`src/sv/crc16_reflected_stream_assert.svh`:
```
// Assertion macros for the reflected CRC-16 stream block
`ifndef CRC16_REFLECTED_STREAM_ASSERT_SVH
`define CRC16_REFLECTED_STREAM_ASSERT_SVH

// checked on every rising clock edge, ignored while reset is high
`define CRCRS_ASSERT(label, prop, msg) \
   label: assert property (@(posedge clock) disable iff (reset) (prop)) else $error(msg);

// checked on every rising clock edge, reset included
`define CRCRS_ASSERT_ALWAYS(label, prop, msg) \
   label: assert property (@(posedge clock) (prop)) else $error(msg);

`endif

```
`src/sv/crcrs_pkg.sv`:
```
// Shared types and constants for the reflected CRC-16 stream block
package crcrs_pkg;

   localparam int CrcWidth  = 16;
   localparam int ByteWidth = 8;

   localparam logic [CrcWidth-1:0] START_RESET = 16'h1121;
   localparam logic [CrcWidth-1:0] POLY_RESET  = 16'h8408;
   localparam logic [CrcWidth-1:0] FINAL_XOR   = 16'hFFFF;

   typedef enum logic [0:0] {
      CSR_START_VALUE = 1'b0,
      CSR_POLYNOMIAL  = 1'b1
   } csr_index_type;

   typedef struct packed {
      logic [CrcWidth-1:0] start_value;
      logic [CrcWidth-1:0] polynomial;
   } cfg_type;

endpackage

```
`src/sv/crc16_reflected_stream.sv`:
```
// Top level: byte-serial reflected CRC-16 with input and result registers
//
// Input channel req_*: one item per handshake, carrying req_data_byte,
// req_has_byte (byte present) and req_last_byte (end of message). An item
// with neither flag set changes nothing; an item with only the last flag
// closes an empty or already fed message.
// Result channel rsp_*: one item per message, rsp_crc_value = remainder
// XOR 0xFFFF, issued for every input item that has the last flag.
// A last item moves from the input register to the result register once
// that is free. Throughput: one input item per cycle, unless a last item
// waits on an unread result; the eight-step byte fold from the input to
// the remainder register is combinational. The result register holds a
// finished CRC while the next message streams in; only its last item waits.
// Receiver stall: rsp_valid and rsp_crc_value hold; req_stall rises only
// when a last item sits in the input register behind an unread result.
// Reset (synchronous): empties both registers, restores start value 0x1121
// and polynomial 0x8408, and loads the remainder with the start value.
// csr_*: write enable, index (0 start value, 1 polynomial) and data; write
// only while the block is idle. A new start value applies at the next reload.
module crc16_reflected_stream (
   input  logic                              clock,
   input  logic                              reset,
   input  logic                              req_valid,
   output logic                              req_stall,
   input  logic [crcrs_pkg::ByteWidth-1:0]   req_data_byte,
   input  logic                              req_has_byte,
   input  logic                              req_last_byte,
   output logic                              rsp_valid,
   input  logic                              rsp_stall,
   output logic [crcrs_pkg::CrcWidth-1:0]    rsp_crc_value,
   input  logic                              csr_write_enable,
   input  crcrs_pkg::csr_index_type          csr_index,
   input  logic [crcrs_pkg::CrcWidth-1:0]    csr_write_data
);
   import crcrs_pkg::*;

   `include "crc16_reflected_stream_assert.svh"

   cfg_type cfg;

   logic                  in_valid_ff;
   logic                  in_valid_in;
   logic [ByteWidth-1:0]  in_byte_ff;
   logic                  in_has_ff;
   logic                  in_last_ff;
   logic [CrcWidth-1:0]   remainder_ff;
   logic [CrcWidth-1:0]   remainder_in;
   logic                  rsp_valid_ff;
   logic                  rsp_valid_in;
   logic [CrcWidth-1:0]   rsp_crc_ff;
   logic [CrcWidth-1:0]   folded;
   logic [CrcWidth-1:0]   updated;
   logic                  out_free;
   logic                  advance;
   logic                  load_in;

   crcrs_csr u_csr (
      .clock            (clock),
      .reset            (reset),
      .csr_write_enable (csr_write_enable),
      .csr_index        (csr_index),
      .csr_write_data   (csr_write_data),
      .cfg              (cfg)
   );

   crcrs_fold u_fold (
      .remainder  (remainder_ff),
      .data_byte  (in_byte_ff),
      .polynomial (cfg.polynomial),
      .folded     (folded)
   );

   assign updated  = in_has_ff ? folded : remainder_ff;
   assign out_free = !rsp_valid_ff || !rsp_stall;
   assign advance  = in_valid_ff && (!in_last_ff || out_free);
   assign req_stall = in_valid_ff && !advance;
   assign load_in  = req_valid && !req_stall;

   always_comb begin
      in_valid_in  = in_valid_ff;
      remainder_in = remainder_ff;
      rsp_valid_in = rsp_valid_ff;
      if (rsp_valid_ff && !rsp_stall) begin
         rsp_valid_in = 1'b0;
      end
      if (advance) begin
         in_valid_in = 1'b0;
         if (in_last_ff) begin
            remainder_in = cfg.start_value;
            rsp_valid_in = 1'b1;
         end else begin
            remainder_in = updated;
         end
      end
      if (load_in) begin
         in_valid_in = 1'b1;
      end
   end

   always_ff @(posedge clock) begin
      if (reset) begin
         in_valid_ff  <= 1'b0;
         rsp_valid_ff <= 1'b0;
         remainder_ff <= START_RESET;
      end else begin
         in_valid_ff  <= in_valid_in;
         rsp_valid_ff <= rsp_valid_in;
         remainder_ff <= remainder_in;
      end
   end

   always_ff @(posedge clock) begin
      if (load_in) begin
         in_byte_ff <= req_data_byte;
         in_has_ff  <= req_has_byte;
         in_last_ff <= req_last_byte;
      end
      if (advance && in_last_ff) begin
         rsp_crc_ff <= updated ^ FINAL_XOR;
      end
   end

   assign rsp_valid     = rsp_valid_ff;
   assign rsp_crc_value = rsp_crc_ff;

   `CRCRS_ASSERT(a_rsp_from_last,
      $rose(rsp_valid_ff) |-> $past(in_valid_ff && in_last_ff),
      "result raised without a last item")
   `CRCRS_ASSERT(a_reload_after_last,
      (advance && in_last_ff) |=> (remainder_ff == $past(cfg.start_value)),
      "remainder not reloaded after message end")
   `CRCRS_ASSERT(a_hold_when_blocked,
      (in_valid_ff && !advance) |=>
         (in_valid_ff && $stable(in_byte_ff) && $stable(in_last_ff)),
      "blocked input item lost or changed")
   `CRCRS_ASSERT_ALWAYS(a_reset_empties,
      reset |=> (!in_valid_ff && !rsp_valid_ff),
      "pipeline not empty after reset")

endmodule

```
`src/sv/crcrs_csr.sv`:
```
// Configuration registers: start value and reflected polynomial
module crcrs_csr (
   input  logic                              clock,
   input  logic                              reset,
   input  logic                              csr_write_enable,
   input  crcrs_pkg::csr_index_type          csr_index,
   input  logic [crcrs_pkg::CrcWidth-1:0]    csr_write_data,
   output crcrs_pkg::cfg_type                cfg
);
   import crcrs_pkg::*;

   cfg_type cfg_ff;
   cfg_type cfg_in;

   always_comb begin
      cfg_in = cfg_ff;
      if (csr_write_enable) begin
         unique case (csr_index)
            CSR_START_VALUE: cfg_in.start_value = csr_write_data;
            CSR_POLYNOMIAL:  cfg_in.polynomial  = csr_write_data;
            default:         cfg_in = cfg_ff;
         endcase
      end
   end

   always_ff @(posedge clock) begin
      if (reset) begin
         cfg_ff.start_value <= START_RESET;
         cfg_ff.polynomial  <= POLY_RESET;
      end else begin
         cfg_ff <= cfg_in;
      end
   end

   assign cfg = cfg_ff;

endmodule

```
`src/sv/crcrs_fold.sv`:
```
// Combinational fold of one byte into the remainder, eight bit steps LSB first
module crcrs_fold (
   input  logic [crcrs_pkg::CrcWidth-1:0]  remainder,
   input  logic [crcrs_pkg::ByteWidth-1:0] data_byte,
   input  logic [crcrs_pkg::CrcWidth-1:0]  polynomial,
   output logic [crcrs_pkg::CrcWidth-1:0]  folded
);
   import crcrs_pkg::*;

   always_comb begin
      logic [CrcWidth-1:0] rem;
      rem = remainder ^ {{(CrcWidth-ByteWidth){1'b0}}, data_byte};
      for (int k = 0; k < ByteWidth; k++) begin
         if (rem[0]) begin
            rem = (rem >> 1) ^ polynomial;
         end else begin
            rem = rem >> 1;
         end
      end
      folded = rem;
   end

endmodule

```
`config.mk`:
```
export PLATFORM = sky130hd
export DESIGN_NAME = crc16_reflected_stream
export DESIGN_NICKNAME = d
export VERILOG_FILES = /design/src/sv/crcrs_pkg.sv /design/src/sv/crc16_reflected_stream.sv /design/src/sv/crcrs_csr.sv /design/src/sv/crcrs_fold.sv
export VERILOG_INCLUDE_DIRS = /design/src /design/src/sv
export SDC_FILE = /design/constraint.sdc
export NUM_CORES = 1
export LEC_CHECK = 0
export BUFFER_PORTS_ARGS = -buffer_cell sky130_fd_sc_hd__buf_2
export CAP_MARGIN = 20
export CORE_UTILIZATION = 45
export DETAILED_ROUTE_END_ITERATION = 8
export PLACE_DENSITY = 0.7
export RECOVER_POWER = 50
export SLEW_MARGIN = 40
export SYNTH_ARGS = -nofsm -noshare
export SYNTH_HDL_FRONTEND = slang
export SYNTH_HIERARCHICAL = 1
export SYNTH_SLANG_ARGS = --single-unit
```
`constraint.sdc`:
```
create_clock -name clock -period 4.2 [get_ports clock]
set_input_delay 0.84 -clock clock [delete_from_list [all_inputs] [get_ports clock]]
set_output_delay 0.84 -clock clock [all_outputs]
set_load 0.1 [all_outputs]
```
Yosys cells after proc, flatten, opt, wreduce, memory -nomap -nowiden
Cells that the tools add are included.
{ "totals": {"out_inout_bits": 18, "ff_bits": 76} }
{ "op_classes": {"n_reduce_logical": 15, "bitwise": 11, "muxes": 15} }
{ "op_table": {"columns": ["operator", "n"], "rows": [
  ["two-way mux 16 bit", 10],
  ["XOR 15 x 16 -> 16 bit", 8],
  ["inverter 16 bit", 1],
  ["XOR 16 x 8 -> 16 bit", 1],
  ["logical AND 1 bit", 5],
  ["logical NOT 1 bit", 5],
  ["two-way mux 1 bit", 5],
  ["AND reduction 2 bit", 2],
  ["logical OR 1 bit", 2],
  ["nonzero test 2 bit", 1],
  ["inverter 1 bit", 1]
]} }

Longest topological paths before layout
{ "logic_depth": {"depth_word": 19, "mapped_depth": 16, "mapped_depth_nobuf": 14} }

Cells and area by module
Netlist, hierarchy kept.
{ "by_module_without_submodules": {"columns": ["module", "instances", "area_each_um2", "seq_area_each_um2", "cells_per_inst"], "rows": [
  ["crcrs_fold", 1, 2448.6, 0.0, 351],
  ["crc16_reflected_stream", 1, 1821.7, 1141.1, 131],
  ["crcrs_csr", 1, 1347.5, 640.6, 129]
]} }

Least setup slack after synthesis
OpenSTA, ideal clock, no wires.
{ "synth_timing": {"path_type": "reg-to-reg", "from": "register in_byte_ff[0]", "to": "register remainder_ff[12]", "arrival_ns": 3.826, "setup_slack_ns": 0.252, "required_ns": 4.078, "stages_incl_launch_ff": 16, "setup_ns": 0.122, "synth_period_minus_slack_ns": 3.948, "path_cell_list": "edfxtp_1 -> xnor2_2 -> xnor2_2 -> nor3_1 -> a221o_1 -> o311ai_4 -> xnor2_1 -> or4_1 -> o211a_2 -> nor3_4 -> buf_6 -> and3b_1 -> xor2_1 -> mux2i_2 -> o21ai_1 -> a311o_1"} }
{ "synth_via": {"elab_chain_len": 17, "word_cells_on_any_way": 18} }
{ "synth_lines": {"columns": ["item", "line_no", "rtl"], "rows": [
  ["start: declaration", "crc16_reflected_stream.sv:43", "logic [ByteWidth-1:0] in_byte_ff;"],
  ["start signal: assignment", "crc16_reflected_stream.sv:114", "in_byte_ff <= req_data_byte;"],
  ["XOR 16 x 8 -> 16 bit (*)", "crcrs_fold.sv:12", "rem = remainder ^ {{(CrcWidth-ByteWidth){1'b0}}, data_byte};"],
  ["two-way mux 16 bit (*)", "crcrs_fold.sv:14", "if (rem[0]) begin"],
  ["XOR 15 x 16 -> 16 bit", "crcrs_fold.sv:15", "rem = (rem >> 1) ^ polynomial;"],
  ["two-way mux 16 bit (*)", "crcrs_fold.sv:14", null],
  ["XOR 15 x 16 -> 16 bit", "crcrs_fold.sv:15", null],
  ["two-way mux 16 bit (*)", "crcrs_fold.sv:14", null],
  ["XOR 15 x 16 -> 16 bit", "crcrs_fold.sv:15", null],
  ["two-way mux 16 bit (*) (2 in series)", "crcrs_fold.sv:14", null],
  ["XOR 15 x 16 -> 16 bit / two-way mux 16 bit (equally long branches)", "crcrs_fold.sv:15, crcrs_fold.sv:14", null],
  ["two-way mux 16 bit (*)", "crcrs_fold.sv:14", null],
  ["XOR 15 x 16 -> 16 bit / two-way mux 16 bit (equally long branches)", "crcrs_fold.sv:15, crcrs_fold.sv:14", null],
  ["two-way mux 16 bit (*)", "crcrs_fold.sv:14", null],
  ["XOR 15 x 16 -> 16 bit / two-way mux 16 bit (equally long branches)", "crcrs_fold.sv:15, crcrs_fold.sv:14", null],
  ["two-way mux 16 bit (*)", "crcrs_fold.sv:14", null],
  ["named net folded[12]", "crc16_reflected_stream.sv:51", "logic [CrcWidth-1:0] folded;"],
  ["two-way mux 16 bit (*)", "crc16_reflected_stream.sv:73", "assign updated = in_has_ff ? folded : remainder_ff;"],
  ["two-way mux 16 bit (*)", "crc16_reflected_stream.sv:88", "if (in_last_ff) begin"],
  ["end signal: assignment", "crc16_reflected_stream.sv:108", "remainder_ff <= remainder_in;"],
  ["end: declaration", "crc16_reflected_stream.sv:46", "logic [CrcWidth-1:0] remainder_ff;"]
]} }
Mark *: on every way through the listed nets, which the timed path passes. The rest lies on a longest branch.
A chain may end at the register's enable or synchronous reset.

Worst setup path in the final report
{ "layout_timing": {"from": "register in_byte_ff[0]", "to": "register remainder_ff[4]"} }
{ "layout_via": {"elab_chain_len": 18} }
{ "layout_lines": {"columns": ["item", "line_no"], "rows": [
  ["XOR 16 x 8 -> 16 bit (*)", "crcrs_fold.sv:12"],
  ["two-way mux 16 bit (*)", "crcrs_fold.sv:14"],
  ["XOR 15 x 16 -> 16 bit", "crcrs_fold.sv:15"],
  ["two-way mux 16 bit (*)", "crcrs_fold.sv:14"],
  ["XOR 15 x 16 -> 16 bit", "crcrs_fold.sv:15"],
  ["two-way mux 16 bit (*)", "crcrs_fold.sv:14"],
  ["XOR 15 x 16 -> 16 bit", "crcrs_fold.sv:15"],
  ["two-way mux 16 bit (*)", "crcrs_fold.sv:14"],
  ["(+3 left out)", null],
  ["two-way mux 16 bit (*)", "crcrs_fold.sv:14"],
  ["XOR 15 x 16 -> 16 bit", "crcrs_fold.sv:15"],
  ["two-way mux 16 bit (*)", "crcrs_fold.sv:14"],
  ["XOR 15 x 16 -> 16 bit", "crcrs_fold.sv:15"],
  ["two-way mux 16 bit (*)", "crcrs_fold.sv:14"],
  ["named net folded[4]", "crc16_reflected_stream.sv:51"],
  ["two-way mux 16 bit (*)", "crc16_reflected_stream.sv:73"],
  ["two-way mux 16 bit (*)", "crc16_reflected_stream.sv:88"]
]} }
Marks and branches as above.

==> results by stage <==
Clocking:
- The clock drives between 70 and 80 sinks.
- The clock transition at the register clock pins on the worst setup and hold paths after CTS is about 0.070 ns.
- The root buffer cell is sky130_fd_sc_hd__clkbuf_16.
- The total clock buffers created by CTS is 9.
- Counting along the longest clock path gives a buffer depth of 2.
- For the worst-skew pair, the clock arrives at the later sink with an insertion delay of around 0.35 ns.
- The post-cts hold buffer count is 0.
- TritonCTS built the clock tree.
- The total number of H-tree levels is 3.

Logic synthesis:
- The number of nets handed over by synthesis was between 600 and 700.
- The synthesized area divided by synthesized cell count is just over 9 um^2.
- The cell with the most instances after synthesis is sky130_fd_sc_hd__nand2_1.
- Counting every instance in the synthesized netlist gives slightly above 600.
- Yosys printed 6 warnings.
- sky130_fd_sc_hd__dfxtp_1 takes more of the synthesized area than any other cell.
- The sequential-to-total area share from yosys stat is roughly a third.
- The number of enable flip-flop cells after synthesis is 26.
- In this run, distinct cell masters in the synthesized netlist total 70.
- The synthesized flop and latch total is 76.
- The async set-reset flop share out of synthesis is 0%.
- Yosys attributes the largest share of cell area to sky130_fd_sc_hd__dfxtp_1 18%, sky130_fd_sc_hd__xnor2_1 15%, sky130_fd_sc_hd__edfxtp_1 14%.
- Counting instances in the post-synthesis netlist gives the leading cell types as 109 x sky130_fd_sc_hd__nand2_1, 95 x sky130_fd_sc_hd__xnor2_1, 50 x sky130_fd_sc_hd__dfxtp_1, 32 x sky130_fd_sc_hd__nand2b_1.
- The synthesized area is ~0.0056 mm^2.
- In this run the biggest area consumer among cell types represents approximately 18% of the synthesized area.
- Among all flip-flop cells after synthesis, the most frequent one is sky130_fd_sc_hd__dfxtp_1.

GRT:
- The total global routing overflow is 0.
- The global routing usage summed across all routing layers is between 20% and 30%.
- The initial antenna violation count was 0.
- Entering global routing, the biggest net connects 57 pins.
- The number of global-route vias before repair is between 4000 and 5000.
- The first global-routing pass estimated 22.3 mm of wire.

Critical path:
- The startpoint of the worst register-to-register path is in_byte_ff[0].
- The worst setup path startpoint is in_byte_ff[0].
- Traced cell by cell, the critical path runs through buf_6, xnor2_4, o21ai_2, a2111o_1, a211oi_4, nor2_1, xnor3_1, nand2b_4, mux2i_1, buf_4, nor3_4, buf_4, clkbuf_16, and3b_2, xnor2_1, mux2i_2, o21ai_1, a22o_1.
- Across all register-to-register paths, the minimum setup slack is about 0.09 ns.
- The worst setup path is launched from a register.
- The most repeated library cell on the critical path is sky130_fd_sc_hd__buf_4.
- The critical setup path kind is register to register.
- The data arrival time of the worst path is around 4.4 ns.
- The worst stage delay on the critical path is 0.49 ns.
- The endpoint kind of the worst setup timing path is a register.
- The slowest library cell on the worst path is sky130_fd_sc_hd__a2111o_1.
- Of all nets on the critical path, the largest fanout is 5.
- Following the worst setup path forward leads to its endpoint at remainder_ff[4].
- The worst register-to-register path has a depth of 18.
- The endpoint of the worst register-to-register path is remainder_ff[4].
- The endpoint required time on the critical path is between 4 and 5 ns.

Placed design:
- Detailed placement ended at an HPWL of a little over 10 mm.
- Input and output buffers added on the ports amount to 49.
- The last weighted congestion value of the routability-driven placer is approximately 0.87.
- The instance count after placement with tap cells included is 830.
- Once placement finished, the instance area stood at 0.00618 mm^2.

Floorplanning:
- After floorplanning, the core was divided into 40 placement rows.
- The floorplan step set the die height to roughly 110 um.
- During I/O placement, the number of pins put on the boundary was 50.
- The die outline width is approximately 110 um.
- The floorplan step defined a core boundary enclosing between 0.01 and 0.015 mm^2.
- The starting density of the core is between 40% and 50%.
- The die covers between 0.01 and 0.015 mm^2.

STA:
- The final number of max-transition violations is 17.
- Across the routed clock network, the largest skew measured is about 0.0076 ns.
- Headroom to the max-slew limit came out at -21.3%.
- The actual transition at the worst max-transition pin is approximately 1.8 ns.
- Setup repair after global routing could not meet its margin everywhere.
- In the finished design, the share of the clock period the worst path needs comes to 97.9%.
- Setup violations remaining at the end of the flow were counted as 0.
- The count of endpoints failing hold in the final timing report is 0.
- The highest clock frequency the design can meet is between 200 and 250 MHz.
- The worst path in the final design needs a cycle of 4.11 ns, including I/O delays and setup.

Run:
- Across the run, the number of max-cap violations was 1.

Pwr:
- In this run the power density over the cells is between 400 and 500 mW/mm^2.
- The standby leakage power is 2.59 nW.
- The completed layout was analyzed and its total power is just over 0.003 W.
- The peak ir drop on the vdd network is between 0.4 and 0.5 mV.

Outcome:
- The checks that failed: capacitance limit, slew limit.
- The run finished, with violations left.

Routing:
- Wire segments on met2 add up to 6.99 mm in the final route.
- In this run, the number of DRC markers left after iteration 0 of detailed routing was 350.
- After detailed routing, the number of vias per cell comes to 5.50.
- After detailed routing, the wire length on met1 is about 6.3 mm.
- After detailed routing, the average wire length per cell comes to roughly 17 um.
- Signal routing reaches up to met4.
- Once detail routing completed, the nets flagged for antenna violations numbered 0.
- The first detailed-routing pass ran for 5 iterations.
- The post-route DRC violation count is 0.
- The routed design has around 15 mm of wire.
- After detailed routing, the met3 layer carries approximately 750 um of wire.
- The total number of vias is ~4700.

Cells and area:
- For this run, the post-layout net count is between 700 and 800.
- 0 antenna diodes ended up in the layout.
- The end-of-flow core utilization is a little under three fifths.
- The fraction of layout instances using a drive strength above 1 is between 20% and 30%.
- Leaving out filler cells and counting taps, the final layout contains approximately 850.
- Summing all non-filler instances in the final layout gives an area of 0.00678 mm^2.
- Relative to the synthesized area, the layout overhead comes to 20.8%.

Min path:
- The worst hold path class is register to register.
-- critical path: cells and delay by family, from the launching register on --
kind,cells,cell delay [ns]
buf+inv,4,0.60
mux,2,0.28
flops,1,0.44
simple gates,4,0.67
xor+xnor,3,0.76
compound gates,5,1.24
-- area by class of cell --
class | count | area, um^2
Clock buffer | 9 | 225
Clock inverter | 7 | 63.8
Fill cell | 1100 | 5330
Inverter | 4 | 15.0
Multi-Input combinational cell | 491 | 3820
Sequential cell | 76 | 1780
Tap cell | 168 | 210
Timing Repair Buffer | 99 | 666
-- layout by cell type (no fill, tap or decap), types with 3 or more instances in the layout --
cell	synthesis	final
sky130_fd_sc_hd__inv_1	3	3
sky130_fd_sc_hd__a22o_1	12	12
sky130_fd_sc_hd__a211oi_1	5	3
sky130_fd_sc_hd__nand3_1	11	10
sky130_fd_sc_hd__a21bo_2	4	4
sky130_fd_sc_hd__and3b_1	12	12
sky130_fd_sc_hd__o211ai_1	3	3
sky130_fd_sc_hd__xor2_1	18	16
sky130_fd_sc_hd__a21oi_2	1	3
sky130_fd_sc_hd__xnor2_4	0	3
sky130_fd_sc_hd__buf_2	6	49
sky130_fd_sc_hd__nand2b_1	32	31
sky130_fd_sc_hd__nor2_1	20	20
sky130_fd_sc_hd__buf_6	5	6
sky130_fd_sc_hd__a21oi_1	15	12
sky130_fd_sc_hd__clkbuf_16	0	10
sky130_fd_sc_hd__o21ai_0	9	6
sky130_fd_sc_hd__o21ai_1	14	16
sky130_fd_sc_hd__xnor2_1	95	90
sky130_fd_sc_hd__buf_4	4	40
sky130_fd_sc_hd__a211o_1	3	3
sky130_fd_sc_hd__o21a_1	5	5
sky130_fd_sc_hd__xnor2_2	4	6
sky130_fd_sc_hd__xnor3_1	6	6
sky130_fd_sc_hd__nand2_1	109	109
sky130_fd_sc_hd__mux2i_2	14	15
sky130_fd_sc_hd__edfxtp_1	26	26
sky130_fd_sc_hd__mux2i_1	26	25
sky130_fd_sc_hd__a21boi_0	4	4
sky130_fd_sc_hd__a311o_1	4	4
sky130_fd_sc_hd__inv_6	0	6
sky130_fd_sc_hd__nor3_1	12	9
sky130_fd_sc_hd__and3_1	4	3
sky130_fd_sc_hd__nor3b_1	8	8
sky130_fd_sc_hd__dfxtp_1	50	48
-- registers in the layout, indices dropped and copies added, names as in the netlist --
register and count:
u_csr/cfg 32, remainder_ff 16, rsp_crc_value 16, in_byte_ff 8, in_has_ff 1, in_last_ff 1
in_valid_ff 1, rsp_valid 1
-- metal layers --
metal / up-vias / track usage [%]
li1: 2259 / -
met1: 2235 / 29.0
met2: 172 / 36.7
met3: 29 / 2.87
met4: 0 / 10.5
met5: - / 0
-- repair_timing --
| action | CTS | global route |
|---|---|---|
| endpoints found under the setup margin | 4 | 30 |
| pin swaps | 0 | 15 |
| resized for setup | 5 | 47 |
| buffers inserted | 0 | 6 |
| gates cloned | 0 | 2 |
-- power by group --
part	leakage, nW	switching (W)	total (W)	internal [W]
clock network	0.144	0.000347	0.000764	0.000417
registers	0.650	0.0000507	0.000875	0.000824
logic	1.79	0.000736	0.00141	0.000673
total	2.59	0.00113	0.00305	0.00191
-- worst min path at each step --
stage	start	to	slack (ns)	cells past startpoint
5_1_grt	u_csr/cfg[17]	u_csr/cfg[17]	0.52	2
6_report	u_csr/cfg[31]	u_csr/cfg[31]	0.48	2
2_1_floorplan	u_csr/cfg[10]	u_csr/cfg[10]	0.43	1
3_3_place_gp	u_csr/cfg[23]	u_csr/cfg[23]	0.46	2
4_1_cts	u_csr/cfg[31]	u_csr/cfg[31]	0.48	2
3_5_place_dp	u_csr/cfg[22]	u_csr/cfg[22]	0.46	2
-- cells by family (layout without fill, tap and decap cells) --
family / after synthesis / in the layout / synth area share [%]
simple gates: 231 / 231 / 21.4
xor+xnor: 124 / 124 / 21.6
compound gates: 96 / 96 / 12.6
flops: 76 / 76 / 31.7
buf+inv: 44 / 119 / 4.59
mux: 40 / 40 / 8.06
-- metrics by stage --
| stage | TNS [ns] | setup slack [ns] | hold slack (ns) |
|---|---|---|---|
| floorplan | 0 | 0.252 | 0.433 |
| global placement | 0 | 0.00221 | 0.465 |
| detailed placement | -0.199 | -0.0929 | 0.462 |
| CTS | 0 | 0.0219 | 0.482 |
| global route | -0.258 | -0.0526 | 0.517 |
| finish | 0 | 0.0902 | 0.484 |
(Power assumes the default switching activity.)
